===== config.mk =====
export PLATFORM = sky130hd
export DESIGN_NAME = takf_ctrl
export DESIGN_NICKNAME = d
export VERILOG_FILES = /design/src/rtl/takf_pkg.sv /design/src/rtl/takf_ctrl.sv
export SDC_FILE = /design/constraint.sdc
export NUM_CORES = 1
export LEC_CHECK = 0
export BUFFER_PORTS_ARGS = -buffer_cell sky130_fd_sc_hd__buf_2
export CAP_MARGIN = 30
export CELL_PAD_IN_SITES_DETAIL_PLACEMENT = 1
export CELL_PAD_IN_SITES_GLOBAL_PLACEMENT = 2
export CORE_ASPECT_RATIO = 1.1
export CORE_MARGIN = 5
export CORE_UTILIZATION = 31
export DETAILED_ROUTE_END_ITERATION = 8
export PLACE_DENSITY_LB_ADDON = 0.05
export SETUP_SLACK_MARGIN = 0.5
export SYNTH_ARGS = -nofsm -noshare
export SYNTH_HDL_FRONTEND = slang
export SYNTH_SLANG_ARGS = --single-unit

===== constraint.sdc =====
create_clock -name clk -period 2.3 [get_ports clk]
set_input_delay 0.46 -clock clk [delete_from_list [all_inputs] [get_ports clk]]
set_output_delay 0.46 -clock clk [all_outputs]
set_load 0.02 [all_outputs]

===== src/rtl/takf_pkg.sv =====
// Shared types, constants and helpers for the tilt-angle Kalman filter.
// No dependencies.
`timescale 1ns / 1ps
package takf_pkg;

  localparam int DT_FRAC_BITS  = 24;
  localparam int COV_FRAC_BITS = 22;
  localparam int DIV_STEPS     = 64;

  localparam logic [1:0] REG_ANGLE_Q = 2'd0;
  localparam logic [1:0] REG_BIAS_Q  = 2'd1;
  localparam logic [1:0] REG_MEAS_R  = 2'd2;
  localparam logic [1:0] REG_DT      = 2'd3;

  localparam logic [30:0] ANGLE_Q_RESET = 31'd83886080;
  localparam logic [30:0] BIAS_Q_RESET  = 31'd83886080;
  localparam logic [30:0] MEAS_R_RESET  = 31'd1677722;
  localparam logic [23:0] DT_RESET      = 24'd30199;
  localparam logic signed [31:0] COV_ONE = 32'sd4194304;

  localparam logic signed [31:0] S32_MAX = 32'sh7fffffff;
  localparam logic signed [31:0] S32_MIN = 32'sh80000000;

  // Datapath operation codes, one per sequencer step.
  localparam logic [4:0] OP_RATE   = 5'd0;
  localparam logic [4:0] OP_ANG_P  = 5'd1;
  localparam logic [4:0] OP_D0     = 5'd2;
  localparam logic [4:0] OP_P00    = 5'd3;
  localparam logic [4:0] OP_P01    = 5'd4;
  localparam logic [4:0] OP_P11    = 5'd5;
  localparam logic [4:0] OP_ERR    = 5'd6;
  localparam logic [4:0] OP_DIV0   = 5'd7;
  localparam logic [4:0] OP_K0     = 5'd8;
  localparam logic [4:0] OP_DIV1   = 5'd9;
  localparam logic [4:0] OP_K1     = 5'd10;
  localparam logic [4:0] OP_C00    = 5'd11;
  localparam logic [4:0] OP_C01    = 5'd12;
  localparam logic [4:0] OP_C10    = 5'd13;
  localparam logic [4:0] OP_C11    = 5'd14;
  localparam logic [4:0] OP_ANG_U  = 5'd15;
  localparam logic [4:0] OP_BIAS_U = 5'd16;
  localparam logic [4:0] OP_OUT    = 5'd17;
  localparam logic [4:0] OP_NONE   = 5'd18;

  typedef struct packed {
    logic       start;
    logic [4:0] op;
    logic       mul_go;
    logic       div_go;
  } takf_cmd_t;

  typedef struct packed {
    logic mul_done;
    logic div_done;
  } takf_sts_t;

  function automatic logic signed [31:0] sat32(input logic signed [65:0] v);
    if (v > 66'(S32_MAX)) return S32_MAX;
    else if (v < 66'(S32_MIN)) return S32_MIN;
    else return v[31:0];
  endfunction

endpackage


===== src/rtl/takf_ctrl.sv =====
// Step sequencer: issues multiply and divide commands for one word.
// Depends on takf_pkg.
`timescale 1ns / 1ps
module takf_ctrl import takf_pkg::*; (
  input  logic      clk,
  input  logic      rst,
  input  logic      in_fire,
  input  logic      out_fire,
  input  takf_sts_t sts,
  output takf_cmd_t cmd,
  output logic      in_ready,
  output logic      out_valid
);
  localparam logic [1:0] S_IDLE = 2'd0;
  localparam logic [1:0] S_ISSUE = 2'd1;
  localparam logic [1:0] S_WAIT = 2'd2;

  logic [1:0] state;
  logic [4:0] step;
  logic       needs_mul, needs_div, wait_done, out_load;

  always_comb begin
    needs_mul = (step == OP_ANG_P) || (step == OP_P00) || (step == OP_P01) ||
                (step == OP_P11) || (step == OP_C00) || (step == OP_C01) ||
                (step == OP_C10) || (step == OP_C11) || (step == OP_ANG_U) ||
                (step == OP_BIAS_U);
    needs_div = (step == OP_DIV0) || (step == OP_DIV1);
    wait_done = needs_div ? sts.div_done : sts.mul_done;
    out_load  = (state == S_ISSUE) && (step == OP_OUT) && !out_valid;
  end

  assign in_ready = (state == S_IDLE);

  // The op is shown while a unit starts too, so the datapath can pick its operands.
  always_comb begin
    cmd.start  = in_fire;
    cmd.mul_go = (state == S_ISSUE) && needs_mul;
    cmd.div_go = (state == S_ISSUE) && needs_div;
    cmd.op     = OP_NONE;
    if (state == S_ISSUE && !(step == OP_OUT && out_valid)) cmd.op = step;
    if (state == S_WAIT && wait_done && needs_mul) cmd.op = step;
  end

  always_ff @(posedge clk) begin
    if (rst) begin
      state <= S_IDLE;
      step <= OP_RATE;
      out_valid <= 1'b0;
    end else begin
      out_valid <= out_load || (out_valid && !out_fire);
      case (state)
        S_IDLE: if (in_fire) begin
          state <= S_ISSUE;
          step  <= OP_RATE;
        end
        S_ISSUE: begin
          if (needs_mul || needs_div) state <= S_WAIT;
          else if (step == OP_OUT) begin
            // hold the last step until the previous word has left
            if (out_load) state <= S_IDLE;
          end else step <= step + 5'd1;
        end
        S_WAIT: if (wait_done) begin
          state <= S_ISSUE;
          step  <= step + 5'd1;
        end
        default: state <= S_IDLE;
      endcase
    end
  end
endmodule


==> metrics, run 1 <==
Synth Area in Compound Gates=26.0%; Syn Inst Count=93; worst r2r src=step[1]$_SDFFE_PP0P_; initial antenna violation count=0; Synth Warn #=0; IO Pins=16; Setup crit end kind=primary output; via count=806; Routed WL=2430 um; Crit. Startpoint=step[0]$_SDFFE_PP0P_; worst min-delay path startpoint=out_fire; DRC viols=0; worst-skew pair later-pin latency=270 ps; Initial Util=31.8%; CTS max path bufs=2; total CTS buffers=3; Synth Area in Adders=14.5%; reg-to-reg slack, setup=-70 ps; Avg Inst Size Synth=8.37 um^2; Overflow after GRT=0; combinational family with the most area after synthesis=simple AND/OR/NAND/NOR gates; Least-Margin Pin Slew=394 ps; Sink Count=8; power per cell area=515 nW/um^2; port bufs=15; clk slew on worst S/H paths=60 ps; synthesized area=778 um^2; DRT antenna net count=0; WP data arrival=1970 ps; critical path class=reg2out; Max Cap Viol=0; Slew Limit Headroom=73.6%; Hold WC Path Type=in2reg; final period utilization=105%; post-synthesis mux area share=1.45%; failing checks=setup timing; post-DR vias/cell=5.20; post-synthesis simple-gate area fraction=29.6%; largest net degree at the start of global routing=12; leakage=0.000483 uW; asr flop ratio synth=0%; Peak VDD IR=0.303 mV; Setup WS pre-CTS=17.1 ps; gr usage total=14.6%; Slew Limit Fails=0; Unique masters post-synth=40; CP Data Required Time=1840 ps; Min-Delay Endpoint=out_valid$_SDFF_PP0_; RSZ-0062 raised after global routing=true; Pre-antenna DRT Iters=4; status=finished, violations left; Clock Skews=4.17 ps; Synth Register Bits=8; share of cells above drive strength 1=56.5%; Hold Violations, Final=0; Setup WS post-layout=-126 ps; critical path startpoint category=register; nets=140; vias in the first global route=871; Peak Freq=412 MHz; routability congestion estimate from global placement=0.758; First DRT Iteration DRCs=11; Syn-to-layout area delta=53.1%; worst flop-to-flop path endpoint=step[3]$_SDFFE_PP0P_; share of Yosys cell area claimed by the top area cell type=20.6%; HPWL Detailed=1770 um; Final setup viols=8; post-synthesis xor/xnor area fraction=0%; hold path depth=3; CTS tree=done; Yosys top cell by area=dfxtp_1; multi-input logic area=669 um^2; CP max FO=5; R2R cell count=12; Storage cell area=171 um^2; CTS Root Cell=clkbuf_4; CTS H-tree depth=1; Core ar.=2450 um^2; fill count=288; setup_tns=-632 ps; first-pass GRT wire length=4020 um; std cell rows=19; commonest register cell after synthesis=dfxtp_1; EDFF count, synth=0; Die W=57.8 um; sequential share of the synthesized area=20.6%; Final min period=2430 ps; Die Footprint=3610 um^2; die height=62.6 um; WL/cell=15.7 um; dominant cells by area after synthesis=dfxtp_1 21%, ha_1 14%, nand2_1 4.8%; n_diodes=0; Synth Net Count=108
==> cells in the mapped netlist, types with 2 or more instances <==
master	count
nand2_1	10
o21ai_0	3
a21oi_1	5
nand3_1	4
nor4b_1	2
nor2_1	3
o31ai_1	3
nor3b_1	3
ha_1	9
and3_1	2
inv_1	9
a32o_1	3
and2_1	3
dfxtp_1	8
==> layer usage <==
metal,global-route usage [%],vias to the layer above,wire length [um]
li1,-,401,-
met1,15.8,383,1010
met2,25.6,15,1260
met3,1.65,7,69
met4,10.1,0,83
met5,0,-,0
==> logic make-up (layout without fill, tap and decap cells) <==
| group | count (synthesis) | count (layout) |
|---|---|---|
| AO/OA/AOI/OAI | 24 | 24 |
| buffers and inverters | 13 | 44 |
| flip-flops | 8 | 8 |
| multiplexers | 1 | 1 |
| adder cells (fa/ha/maj) | 9 | 9 |
| AND/OR/NAND/NOR | 38 | 38 |
==> flip-flops by register name, summed over array words and instances, names as in the netlist <==
register and flops:
out_valid 1, step 5, state 2
==> where the power goes <==
| group | switching [uW] | internal [uW] | leakage, uW |
|---|---|---|---|
| clock network | 59.7 | 67.1 | 0.0000150 |
| registers | 11.6 | 147 | 0.0000679 |
| logic | 171 | 156 | 0.000401 |
==> critical path: stages (launching register included) <==
cell	delay, ps
dfxtp_4	370
buf_12	130
ha_4	160
and2b_1	200
o2bb2ai_2	190
o21ai_2	90
a22o_4	290
and2_4	140
buf_6	120
==> cell usage in the layout, fill, tap and decap left out, types with 3 or more instances in the layout <==
master,count
buf_4,14
buf_2,9
nand2_1,8
inv_1,7
buf_6,7
and2_4,5
nand3_1,4
ha_1,4
nor2_1,3
a32o_1,3
a21oi_1,3
o31ai_1,3
ha_2,3
clkbuf_4,3
dfxtp_1,3
dfxtp_2,3
==> worst max-delay path by stage <==
stage / endpoint / slack, ps
final: cmd[2] / -130
after global routing: step[3]$_SDFFE_PP0P_ / -210
after CTS: cmd[4] / -190
after detailed placement: cmd[4] / 20
after global placement: cmd[2] / 3
after floorplan: cmd[2] / 320
==> layout make-up <==
class,count,area share [%]
Timing Repair Buffer,31,20.9
Clock buffer,4,2.21
Sequential cell,8,14.4
Inverter,9,3.05
Tap cell,31,3.26
Multi-Input combinational cell,72,56.2
==> per-stage QoR <==
step,hold WS (ps),std cells,area [um^2],total power (uW),util [%]
6_report,483,155,1190,613,48.6
3_3_place_gp,485,140,957,416,39.1
5_1_grt,503,155,1190,650,48.6
3_5_place_dp,499,140,957,419,39.1
4_1_cts,475,153,1140,598,46.5
2_1_floorplan,465,93,833,341,-
==> timing repair <==
action	CTS	global route
setup endpoints to repair	14	14
hold buffers	0	0
gates resized for setup	22	12
pin swaps	8	13
buffers inserted	9	2
Power figures use the tool's default switching activity.
==> run 2: changes to the inputs <==
==> constraint.sdc (replaced) <==
create_clock -name clk -period 2.3 [get_ports clk]
set_input_delay 0.23 -clock clk [delete_from_list [all_inputs] [get_ports clk]]
set_output_delay 0.23 -clock clk [all_outputs]
set_load 0.02 [all_outputs]
==> run 2 against run 1 <==
Against the previous run: the flow now finishes without violations; cell area up 4.8%; via count up 0.87%; sequential power about the same; critical path depth unchanged; register-to-register slack better by 260 ps; clock-buffer cell count unchanged; sequential share of layout area down 0.46 points; sequential cell count unchanged; routed wire length up 0.49%; non-clock buffer count unchanged; largest cell class unchanged; largest power group unchanged.
==> metrics, run 2 (synthesized netlist as in run 1, its figures left out) <==
status=completed; Max Cap Viol=0; most frequent cells in the layout=16 x buf_4, 9 x nand2_1, 9 x buf_2; First DRT Iteration DRCs=12; commonest non-fill, non-tap cell in the layout=buf_4; Hold Violations, Final=0; RSZ-0062 raised after global routing=true; final period utilization=95.2%; Slew Limit Fails=0; initial antenna violation count=0; post-DR vias/cell=5.25; Die Footprint=3610 um^2; # hold bufs at CTS=0; vias in the first global route=844; Hold WC Path Type=in2reg; Core ar.=2450 um^2; largest net degree at the start of global routing=15; DRT antenna net count=0; Die W=57.8 um; IO Pins=16; Storage cell area=174 um^2; Cells after DPL=136; CTS max path bufs=2; share of cells above drive strength 1=58.9%; total CTS buffers=3; n_diodes=0; std cell rows=19; multi-input logic area=736 um^2; Syn-to-layout area delta=60.5%; Routed WL=2440 um; biggest regs=step x5, state x2, out_valid x1; leakage=0.000492 uW; Pre-antenna DRT Iters=3; critical path startpoint category=register; CP Data Required Time=2070 ps; HPWL Detailed=1730 um; worst-skew pair later-pin latency=270 ps; power per cell area=499 nW/um^2; slowest CP cell=dfxtp_4; max reg flops=5; gr usage total=13.7%; WP data arrival=1960 ps; fill count=294; critical path's largest stage delay=390 ps; clk slew on worst S/H paths=60 ps; CTS tree=done; Clock Skews=8.72 ps; port bufs=15; routability congestion estimate from global placement=0.740; nets=140; Reg with most FFs=step; crit path cell chain=inv_6 > ha_4 > and3b_2 > o211ai_4 > a21boi_2 > a22o_4 > and2_4 > buf_6; CP max FO=5; first-pass GRT wire length=3900 um; Peak VDD IR=0.354 mV; Least-Margin Pin Slew=375 ps; Setup crit end kind=primary output; die height=62.6 um; critical path class=reg2out; Initial Util=31.8%; Peak Freq=457 MHz; non-filler instance count after layout=155; Final min period=2190 ps; Sink Count=8; Slew Limit Headroom=74.9%; Overflow after GRT=0; WL/cell=15.7 um; Final setup viols=0; via count=813; CTS Root Cell=clkbuf_4; CTS H-tree depth=1; DRC viols=0; setup_tns=0 ps
## run 2: cell counts in the layout (fill, tap and decap cells not counted)
No cell type changed its count.
## run 2: what timing repair did
item / CTS / global route
pin swaps: 14 / 11
resized for setup: 28 / 17
setup endpoints to repair: 12 / 14
buffers inserted: 9 / 6
## run 2: worst paths after layout
path	cells past startpoint	slack [ps]	endpoint	from
setup reg to reg	12	190	state[1]$_SDFFE_PP0P_	step[1]$_SDFFE_PP0P_
hold reg to reg	2	500	state[0]$_SDFFE_PP0P_	state[0]$_SDFFE_PP0P_
setup / recovery	8	110	cmd[5]	step[1]$_SDFFE_PP0P_
hold / removal	3	260	out_valid$_SDFF_PP0_	out_fire
## run 2: worst max-delay path, delay by kind of cell (launching register included)
family	cells	cell delay, ps
flip-flops	1	390
buffers and inverters	2	170
adder cells (fa/ha/maj)	1	160
AO/OA/AOI/OAI	3	570
AND/OR/NAND/NOR	2	390
## run 2: metrics by stage
| step | utilization, % | total power (uW) | cell area [um^2] | worst slack [ps] | hold WS, ps |
|---|---|---|---|---|---|
| floorplan | - | 333 | 838 | 504 | 426 |
| global placement | 38.1 | 396 | 932 | 217 | 485 |
| detailed placement | 38.1 | 395 | 932 | 221 | 498 |
| CTS | 46.2 | 587 | 1130 | 77.4 | 250 |
| global route | 51.0 | 672 | 1250 | 47.9 | 257 |
| finish | 51.0 | 623 | 1250 | 110 | 258 |
## run 2: final cells by class
type	instances	share of cell area [%]
inverter	9	3.31
sequential	8	13.9
tap	31	3.11
timing repair buffer	31	18.6
multi-input combinational	72	58.9
clock buffer	4	2.10
## run 2: power breakdown
group | total (uW) | switching (uW) | internal (uW) | leakage [uW]
clock | 125 | 58.0 | 67.0 | 0.0000150
sequential | 159 | 13.8 | 146 | 0.0000682
combinational | 339 | 183 | 155 | 0.000409
total | 623 | 255 | 368 | 0.000492
## run 2: layer usage
layer / global-route usage, % / share of wire, %
met3: 1.45 / 2.9
met1: 15.9 / 43
met4: 8.12 / 3.4
met5: 0 / 0
met2: 23.4 / 51
==> run 3: changes to the inputs <==
==> constraint.sdc (replaced) <==
create_clock -name clk -period 2.3 [get_ports clk]
set_input_delay 0.575 -clock clk [delete_from_list [all_inputs] [get_ports clk]]
set_output_delay 0.575 -clock clk [all_outputs]
set_load 0.02 [all_outputs]
==> run 3 against run 2 <==
Against the previous run: the flow now finishes with violations (setup timing); maximum frequency shrank 13%; non-clock buffer count grew 9; clock skew shrank 1.8 ps; global-route usage grew 1.5 points; hold slack gained 230 ps; critical path type unchanged.
==> metrics, run 3 (synthesized netlist as in run 1, its figures left out) <==
status=finished, violations left; failing checks=setup timing; leakage=0.000545 uW; Hold WS=489 ps; R2R cell count=12; nets=149; Core ar.=2450 um^2; RSZ-0062 raised after global routing=true; most frequent cells in the layout=21 x buf_4, 11 x buf_6, 8 x nand2_1, 8 x buf_2, 7 x inv_1; Least-Margin Pin Slew=290 ps; Final setup viols=6; critical path class=reg2out; reg-to-reg slack, setup=120 ps; Reg with most FFs=step; worst-skew pair later-pin latency=280 ps; critical path startpoint category=register; CP Data Required Time=1730 ps; Peak Freq=397 MHz; WP data arrival=1940 ps; CTS H-tree depth=1; routability congestion estimate from global placement=0.740; worst r2r src=step[1]$_SDFFE_PP0P_; Max Cap Viol=0; Routed WL=2570 um; worst flop-to-flop path endpoint=step[2]$_SDFFE_PP0P_; via count=839; share of cells above drive strength 1=67.7%; Slew Limit Headroom=80.4%; gr usage total=15.2%; Overflow after GRT=0; Clock Skews=6.93 ps; clk slew on worst S/H paths=60 ps; post-DR vias/cell=5.12; std cell rows=19; power per cell area=487 nW/um^2; WL/cell=15.7 um; Die W=57.8 um; CTS max path bufs=2; max reg flops=5; Initial Util=31.8%; worst min-delay path startpoint=state[0]$_SDFFE_PP0P_; hold path depth=2; initial antenna violation count=0; Syn-to-layout area delta=69.5%; Pre-antenna DRT Iters=4; DRT antenna net count=0; die height=62.6 um; vias in the first global route=903; Hold Violations, Final=0; first-pass GRT wire length=4350 um; First DRT Iteration DRCs=18; # hold bufs at CTS=0; final period utilization=109%; Slew Limit Fails=0; largest net degree at the start of global routing=13; Sink Count=8; HPWL Detailed=1790 um; Setup crit end kind=primary output; Die Footprint=3610 um^2; CTS tree=done; port bufs=15; total CTS buffers=3; fin util=53.9%; biggest regs=step x5, state x2, out_valid x1; commonest non-fill, non-tap cell in the layout=buf_4; DRC viols=0; Hold WC Path Type=reg2reg; setup_tns=-985 ps; Min-Delay Endpoint=state[0]$_SDFFE_PP0P_; n_diodes=0; IO Pins=16; Peak VDD IR=0.365 mV; fill count=287; CTS Root Cell=clkbuf_4; Final min period=2520 ps; Setup WS post-layout=-218 ps; CP max FO=5
-- run 3: critical path, cell delays in order, from the launching register on --
cell	delay (ps)
dfxtp_4	380
ha_4	180
and3_4	180
ha_4	160
a21oi_4	120
o21ai_2	80
a22o_4	290
and2_4	140
buf_6	120
-- run 3: report_power, final --
group / total (uW) / internal, uW / switching, uW
logic: 351 / 171 / 180
clock network: 129 / 67.2 / 61.7
registers: 163 / 148 / 14.6
total: 643 / 386 / 256
-- run 3: area by class of cell --
class / instances / area (um^2) / area share (%)
Multi-Input combinational cell: 72 / 719 / 54.6
Inverter: 9 / 38.8 / 2.94
Tap cell: 31 / 38.8 / 2.94
Clock buffer: 4 / 26.3 / 1.99
Sequential cell: 8 / 174 / 13.2
Timing Repair Buffer: 40 / 322 / 24.4
-- run 3: metal layers --
| metal | vias to the layer above | part of all wire, % | global-route usage [%] | wire length (um) |
|---|---|---|---|---|
| met3 | 5 | 3.0 | 1.45 | 76 |
| met2 | 15 | 52 | 27.0 | 1330 |
| met5 | - | 0 | 0 | 0 |
| met1 | 398 | 43 | 17.5 | 1110 |
| li1 | 421 | - | - | - |
| met4 | 0 | 2.4 | 7.83 | 61 |
-- run 3: worst max path at each step --
stage                                    start      to  slack (ps)
after floorplan           step[1]$_SDFFE_PP0P_  cmd[2]         200
after global placement    step[0]$_SDFFE_PP0P_  cmd[2]         -40
after detailed placement  step[0]$_SDFFE_PP0P_  cmd[2]         -60
after CTS                 step[1]$_SDFFE_PP0P_  cmd[4]        -270
after global routing      step[0]$_SDFFE_PP0P_  cmd[4]        -280
final                     step[0]$_SDFFE_PP0P_  cmd[4]        -220
-- run 3: repair_timing --
| action | 4_1_cts | 5_1_grt |
|---|---|---|
| setup endpoints to repair | 14 | 15 |
| resized for setup | 30 | 23 |
| setup buffers | 8 | 6 |
| hold endpoints to repair | 0 | 0 |
| pin swaps | 10 | 16 |
-- run 3: through the flow --
step                instance area (um^2)  total power [uW]  worst slack, ps  instances
global route                        1320               691             -285        164
CTS                                 1190               615             -265        158
finish                              1320               643             -218        164
global placement                    1000               424            -39.3        146
floorplan                            833               341              200         93
detailed placement                  1000               429            -63.8        146
